### config.mk
export PLATFORM = sky130hd
export DESIGN_NAME = gbt_ctrl
export DESIGN_NICKNAME = d
export VERILOG_FILES = /design/src/rtl/greedy_box_tracker_assert.svh /design/src/rtl/gbt_pkg.sv /design/src/rtl/gbt_ctrl.sv
export SDC_FILE = /design/constraint.sdc
export NUM_CORES = 1
export LEC_CHECK = 0
export ABC_AREA = 1
export BUFFER_PORTS_ARGS = -buffer_cell sky130_fd_sc_hd__buf_4
export CAP_MARGIN = 20
export CORE_MARGIN = 3
export CORE_UTILIZATION = 30
export DETAILED_ROUTE_END_ITERATION = 6
export PLACE_DENSITY_LB_ADDON = 0.08
export REMOVE_ABC_BUFFERS = 1
export SYNTH_ARGS = -nofsm -noshare
export SYNTH_HDL_FRONTEND = slang
export SYNTH_SLANG_ARGS = --single-unit
### constraint.sdc
create_clock -name clk -period 2.4 [get_ports clk]
set_input_delay 0.48 -clock clk [delete_from_list [all_inputs] [get_ports clk]]
set_output_delay 0.48 -clock clk [all_outputs]
set_load 0.01 [all_outputs]
### src/rtl/greedy_box_tracker_assert.svh
// Assertion macros used by the greedy box tracker datapath.
// Depends on nothing; define ASSERT_OFF to compile the checks away.
`ifndef GREEDY_BOX_TRACKER_ASSERT_SVH
`define GREEDY_BOX_TRACKER_ASSERT_SVH
`ifndef ASSERT_OFF
`define GBT_ASSERT_NEVER(label, clk, rst_n, cond) \
  label: assert property (@(posedge clk) disable iff (!rst_n) !(cond)) \
    else $error("gbt assertion failed");
`define GBT_ASSERT_IMPLY(label, clk, rst_n, ante, cons) \
  label: assert property (@(posedge clk) disable iff (!rst_n) (ante) |-> (cons)) \
    else $error("gbt assertion failed");
`else
`define GBT_ASSERT_NEVER(label, clk, rst_n, cond)
`define GBT_ASSERT_IMPLY(label, clk, rst_n, ante, cons)
`endif
`endif

### src/rtl/gbt_pkg.sv
// Package of the greedy box tracker: payload types, operation codes,
// command and status structs and small arithmetic helpers. No dependencies.
package gbt_pkg;

  localparam int MAX_TRACKS_DEF = 16;
  localparam int MAX_DETS_DEF   = 32;

  localparam logic [8:0] THR_RESET   = 9'd77;
  localparam logic [7:0] LIMIT_RESET = 8'd30;
  localparam logic [7:0] MISS_MAX    = 8'd255;

  localparam logic signed [29:0] EMA_NEW   = 30'sd179;
  localparam logic signed [29:0] EMA_OLD   = 30'sd77;
  localparam logic signed [29:0] EMA_ROUND = 30'sd128;

  typedef enum logic {
    CFG_THRESHOLD  = 1'b0,
    CFG_MISS_LIMIT = 1'b1
  } cfg_idx_t;

  typedef struct packed {
    logic              is_detection;
    logic              frame_end;
    logic signed [19:0] det_x;
    logic signed [19:0] det_y;
    logic [18:0]       det_width;
    logic [18:0]       det_height;
  } in_item_t;

  typedef struct packed {
    logic signed [19:0] track_x;
    logic signed [19:0] track_y;
    logic [18:0]       track_width;
    logic [18:0]       track_height;
    logic [31:0]       track_ident;
    logic              last_track;
  } out_item_t;

  typedef struct packed {
    logic signed [19:0] x;
    logic signed [19:0] y;
    logic [18:0]       w;
    logic [18:0]       h;
  } det_ent_t;

  typedef struct packed {
    logic signed [19:0] x;
    logic signed [19:0] y;
    logic [18:0]       w;
    logic [18:0]       h;
    logic signed [19:0] vx;
    logic signed [19:0] vy;
    logic [7:0]        miss;
    logic [31:0]       label;
  } trk_ent_t;

  typedef enum logic [4:0] {
    OP_IDLE, OP_PR_RD, OP_PR_WR,
    OP_M_TRD, OP_M_TLAT, OP_M_DRD, OP_M_DIF, OP_M_SQ, OP_M_CMP, OP_M_CHK,
    OP_O_LAT, OP_O_MUL, OP_O_UNI, OP_O_THR, OP_O_CMP, OP_A_EMA, OP_M_NXT,
    OP_N_DRD, OP_N_WR, OP_P_RD, OP_P_WR, OP_P_FIN, OP_E_RD, OP_E_LD
  } op_t;

  typedef struct packed {
    op_t  op;
    logic clr;
    logic load;
  } cmd_t;

  typedef struct packed {
    logic t_end;
    logic d_end;
    logic d_taken;
    logic full;
    logic found;
    logic ok;
    logic out_free;
  } status_t;

  function automatic logic signed [21:0] sx22(input logic signed [19:0] v);
    return {{2{v[19]}}, v};
  endfunction

  function automatic logic signed [19:0] sat20(input logic signed [21:0] v);
    if (v > 22'sd524287) return 20'sd524287;
    if (v < -22'sd524288) return -20'sd524288;
    return v[19:0];
  endfunction

  // doubled centre: 2*x + w
  function automatic logic signed [21:0] centre2(input logic signed [19:0] x,
                                                 input logic [18:0] w);
    return {x[19], x, 1'b0} + {3'b000, w};
  endfunction

  function automatic logic [21:0] absdiff(input logic signed [21:0] a,
                                          input logic signed [21:0] b);
    logic [22:0] d;
    d = {a[21], a} - {b[21], b};
    return d[22] ? 22'(-d) : d[21:0];
  endfunction

  function automatic logic [18:0] overlap1d(input logic signed [19:0] a0,
                                            input logic [18:0] al,
                                            input logic signed [19:0] b0,
                                            input logic [18:0] bl);
    logic signed [19:0] lo;
    logic signed [20:0] ae;
    logic signed [20:0] be;
    logic signed [20:0] hi;
    logic signed [20:0] lo21;
    logic [20:0]        diff;
    lo   = (a0 > b0) ? a0 : b0;
    ae   = {a0[19], a0} + {2'b00, al};
    be   = {b0[19], b0} + {2'b00, bl};
    hi   = (ae < be) ? ae : be;
    lo21 = {lo[19], lo};
    diff = hi - lo21;
    return (hi > lo21) ? diff[18:0] : 19'd0;
  endfunction

endpackage

### src/rtl/gbt_ctrl.sv
// Sequencer of the greedy box tracker: walks load, predict, match, open,
// prune and emit phases. Uses gbt_pkg; drives gbt_datapath by command.
module gbt_ctrl import gbt_pkg::*; (
  input  logic    clk,
  input  logic    rst_n,
  input  logic    in_valid,
  input  logic    frame_end,
  input  status_t sts,
  output logic    in_ready,
  output cmd_t    cmd
);

  op_t state_r, state_nxt;

  always_ff @(posedge clk) begin
    if (!rst_n) begin
      state_r <= OP_IDLE;
    end else begin
      state_r <= state_nxt;
    end
  end

  always_comb begin
    state_nxt = state_r;
    cmd.op    = state_r;
    cmd.clr   = 1'b0;
    cmd.load  = 1'b0;
    in_ready  = 1'b0;
    unique case (state_r)
      OP_IDLE: begin
        in_ready = 1'b1;
        if (in_valid) begin
          cmd.load = 1'b1;
          if (frame_end) begin
            cmd.clr   = 1'b1;
            state_nxt = OP_PR_RD;
          end
        end
      end
      OP_PR_RD: begin
        if (sts.t_end) begin
          cmd.clr   = 1'b1;
          state_nxt = OP_M_TRD;
        end else begin
          state_nxt = OP_PR_WR;
        end
      end
      OP_PR_WR:  state_nxt = OP_PR_RD;
      OP_M_TRD: begin
        if (sts.t_end) begin
          cmd.clr   = 1'b1;
          state_nxt = OP_N_DRD;
        end else begin
          state_nxt = OP_M_TLAT;
        end
      end
      OP_M_TLAT: state_nxt = OP_M_DRD;
      OP_M_DRD: begin
        if (sts.d_end) state_nxt = OP_M_CHK;
        else if (!sts.d_taken) state_nxt = OP_M_DIF;
      end
      OP_M_DIF:  state_nxt = OP_M_SQ;
      OP_M_SQ:   state_nxt = OP_M_CMP;
      OP_M_CMP:  state_nxt = OP_M_DRD;
      OP_M_CHK:  state_nxt = sts.found ? OP_O_LAT : OP_M_NXT;
      OP_O_LAT:  state_nxt = OP_O_MUL;
      OP_O_MUL:  state_nxt = OP_O_UNI;
      OP_O_UNI:  state_nxt = OP_O_THR;
      OP_O_THR:  state_nxt = OP_O_CMP;
      OP_O_CMP:  state_nxt = sts.ok ? OP_A_EMA : OP_M_NXT;
      OP_A_EMA:  state_nxt = OP_M_NXT;
      OP_M_NXT:  state_nxt = OP_M_TRD;
      OP_N_DRD: begin
        if (sts.d_end || sts.full) begin
          cmd.clr   = 1'b1;
          state_nxt = OP_P_RD;
        end else if (!sts.d_taken) begin
          state_nxt = OP_N_WR;
        end
      end
      OP_N_WR:   state_nxt = OP_N_DRD;
      OP_P_RD:   state_nxt = sts.t_end ? OP_P_FIN : OP_P_WR;
      OP_P_WR:   state_nxt = OP_P_RD;
      OP_P_FIN: begin
        cmd.clr   = 1'b1;
        state_nxt = OP_E_RD;
      end
      OP_E_RD: begin
        if (sts.t_end) state_nxt = OP_IDLE;
        else if (sts.out_free) state_nxt = OP_E_LD;
      end
      OP_E_LD:   state_nxt = OP_E_RD;
      default:   state_nxt = OP_IDLE;
    endcase
  end

endmodule

# [Word level (Yosys, flattened, before mapping)]
# Cells that the tools add are included.
[word_totals] reg_bits=5 in_bits=11 word_cells=56
[classes] eq_ne=28 muxes=21 reduce_logical=6
[op_table] op="one-hot mux 5 bit (22 select lines)" count=1
[op_table] op="two-way mux 5 bit" count=11
[op_table] op="equality test 5 x 4 -> 1 bit, second input constant" count=8
[op_table] op="equality test 5 bit, second input constant" count=8
[op_table] op="equality test 5 x 3 -> 1 bit, second input constant" count=4
[op_table] op="equality test 5 x 2 -> 1 bit, second input constant" count=2
[op_table] op="!= test 3 bit, second input constant" count=3
[op_table] op="two-way mux 1 bit" count=7
[op_table] op="OR reduction 2 bit" count=3
[op_table] op="equality test 5 x 1 -> 1 bit, second input constant" count=1
[op_table] op="logical NOT 5 bit" count=1
[op_table] op="AND reduction 5 bit" count=1
[op_table] op="!= test 2 bit, second input constant" count=2
[op_table] op="one-hot mux 1 bit (4 select lines)" count=1
[op_table] op="two-way mux 2 bit" count=1
[op_table] op="logical OR 1 bit" count=1

# [Logic depth before layout (Yosys ltp)]
[logic_depth] ltp_word=3 depth_mapped=10 mapped_depth_nobuf=10

# [Worst setup path before layout]
# OpenSTA, ideal clock, no wires.
[synth_timing] path_kind="register to output" start="register state_r[0]" end="output cmd[1] (netlist name)" arrival_time_ns=1.322 required_ns=1.920 path_slack_ns=0.598 path_stages_with_launch=7 cell_sequence="dfxtp_1 nor2_1 nand2_1 nor2_1 and2_1 nand2_1 o2111ai_1"
[synth_rtl] element="start: declaration" line="gbt_ctrl.sv:13" source="op_t state_r, state_nxt;"
[synth_rtl] element="start signal: assignment" line="gbt_ctrl.sv:19" source="state_r <= state_nxt;"
[synth_rtl] element="end: declaration" line="gbt_ctrl.sv:10" source="output cmd_t cmd"

==> impl_results.md <==
* Gate count of the mapped netlist at 114
* Initial antenna violation count at 0
* Most frequent cell after synthesis: nand2_1
* Layout cells sized above 1 at 23.1%
* Worst-case clock buffer depth at 2
* Max Fclk at approximately 0.47 GHz
* Vias at approximately 820
* Clock Latency Late Sink at between 200 and 250 ps
* Post-synthesis cell type count at 23
* Clock-pin slew on the worst setup and hold paths at approximately 40 ps
* Setup CP Type: reg -> out
* Simple-gate share of the synthesized area at about three fifths
* Layout area overhead at 28.5%
* Post-CTS setup buffer count at 0
* Flops & latches, synth at 5
* Outcome: finished, final reports clean
* Synth top area share at a little over a fifth
* Post-synthesis mux area share at 0%
* Mean Syn Cell Area at 5.35 µm²
* Slew Viols, Final at 0
* GPL Wtd Cong at 0.913
* Post-route antenna net violation count at 0
* Core ar. at about 1800 µm²
* Synth Area in XOR/XNOR at 0%
* Iteration-0 DRC Markers at 35
* CTS HTree Levels at 1
* Top flop regs: state_r (5)
* First-pass GRT wire length at between 3000 and 4000 µm
* Hold Path Cell Cnt at 3
* CP Capture Type: primary output
* Minimum clock period at approximately 2100 ps
* Synth Cell Area at a little over 600 µm²
* Final Cycle Share at 88.9%
* Sequential area share after synthesis at around 16%
* GRT Util Overall at between 10% and 20%
* HP Class: in -> reg
* Startpoint types: flip-flop
* Detailed Route WL at roughly 1900 µm
* Worst reg2reg path startpoint: state_r[4]
* Synth Area in Compound Gates at a little under an eighth
* Number of flops mapped to enable cells by yosys at 0
* Synth warn at 0
* Adder and majority gate portion of the synthesized area at 0%
* Slew Limit Headroom at 74.0%
* Reg2reg setup slack at ~840 ps
* Main synth FF type: dfxtp_1
* Vias in the first global route at 719
* DRC Markers at 0
* 1st-pass router iterations at 4
* PwrDens at roughly 340 nW/µm²
* Synth area leaders: nand2_1, dfxtp_1, nand3_1
* Largest family of logic cells by synthesized area: simple AND/OR/NAND/NOR gates
* CTS Buf Count at 3
* CTS root buf: clkbuf_4
* Max VDD drop at 0.334 mV
* Reg with most FFs: state_r
* Final core utilization at a little over two fifths
* RSZ-0062 raised after global routing: false
* Die ar. at 2610 µm²
* Largest net degree at the start of global routing at 15
* Width of the die at about 51 µm
* Fin. Hold Viols at 0
* Drt wl/cell at 11.9 µm
* Setup TNS at 0 ps
* GRT overflow at 0
* Placed wire-length estimate at between 1500 and 2000 µm
* Top cells by count, synth: nand2_1, nand3_1, inv_1, nor2_1
* Worst-Margin Slew at approximately 400 ps
* Clock Skew at 0.619 ps
* Nets at between 100 and 150
* Final setup fails at 0
* Hold Buf Count CTS at 0
* Vias per cell at a little over 5
* Max_cap viols at 0
* Hold EP: state_r[2]
* Rows at 15
* Cell taking the most area after synthesis: nand2_1
* Ys async rst share at 0%
* Reg2reg end: state_r[0]
* Worst hold path startpoint: rst_n
* Crit path DAT at around 1700 ps
* Required @ worst endpoint at 1920 ps
* Top-Level Pins at 19
* # clock sinks at 5
* TritonCTS clock tree: done
* Initial core utilization at 33.5%
* Register-to-Register Path Depth at 8
* Post-CTS Resized at 0
* IO buf count at 18
* # fillers at 219
* Largest register FFs at 5
* CP max FO at 8
* Leakage at roughly 0.43 nW
* Inserted Diodes at 0
* Die Ht at 51.1 µm
## power breakdown
part | total [mW] | switching, mW | internal (mW)
clock network | 0.0951 | 0.0324 | 0.0627
logic | 0.0787 | 0.0426 | 0.0361
registers | 0.0914 | 0.00540 | 0.0860
## metrics by stage
stage	hold slack, ps	instance area [µm²]	instances	total power [mW]	worst slack (ps)
2_1_floorplan	584	591	112	0.134	598
3_3_place_gp	688	757	155	0.170	637
3_5_place_dp	688	757	155	0.171	557
4_1_cts	436	783	159	0.270	280
5_1_grt	439	783	159	0.286	143
6_report	441	783	159	0.265	265
## layer usage
layer | global-route usage, % | vias up | share of wire, % | routed length (µm)
li1 | - | 409 | - | -
met1 | 19.2 | 362 | 43 | 809
met2 | 23.6 | 45 | 47 | 887
met3 | 6.41 | 2 | 8.7 | 165
met4 | 4.48 | 0 | 1.3 | 25
met5 | 0 | - | 0 | 0
## layout make-up
class	count	area (µm²)	share of cell area, %
Tap cell	25	31.3	3.99
Multi-Input combinational cell	91	430	55.0
Sequential cell	5	100	12.8
Clock buffer	4	26.3	3.35
Timing Repair Buffer	18	135	17.3
Inverter	16	60.1	7.67
## worst max-delay path, cell delays in order (launching register included)
cell and delay [ps]:
dfxtp_1 380, nor2_1 320, nand2_1 90, nor2_1 170, and2_1 170, nand2_1 60, o2111ai_1 70, buf_4 150
## cells by family (layout without fill, tap and decap cells)
family	count (synthesis)	count (layout)
AOI/OAI and AO/OA	11	11
buffers and inverters	18	38
DFF	5	5
and+or+nand+nor	80	80
## worst max-delay path by stage
stage                     depth (start not counted)        from  slack (ps)  endpoint
after CTS                                         7  state_r[0]         280    cmd[1]
after floorplan                                   6  state_r[0]         600    cmd[1]
after global routing                              7  state_r[0]         140    cmd[1]
after global placement                            7  state_r[0]         640    cmd[1]
final                                             7  state_r[0]         270    cmd[1]
after detailed placement                          7  state_r[0]         560    cmd[1]
## cell usage in the layout (no fill, tap or decap), drive strengths merged
master   Yosys  layout
o21ai        2       2
buf          2      18
nand2       36      36
and2         1       1
nor3         2       2
nand3b       1       1
o211ai       1       1
o22ai        1       1
o2111ai      1       1
dfxtp        5       5
a21oi        2       2
nor2        19      19
nand3       16      16
nand4        3       3
a31oi        4       4
or2          2       2
inv         16      16
clkbuf       0       4
Power figures use the tool's default switching activity.
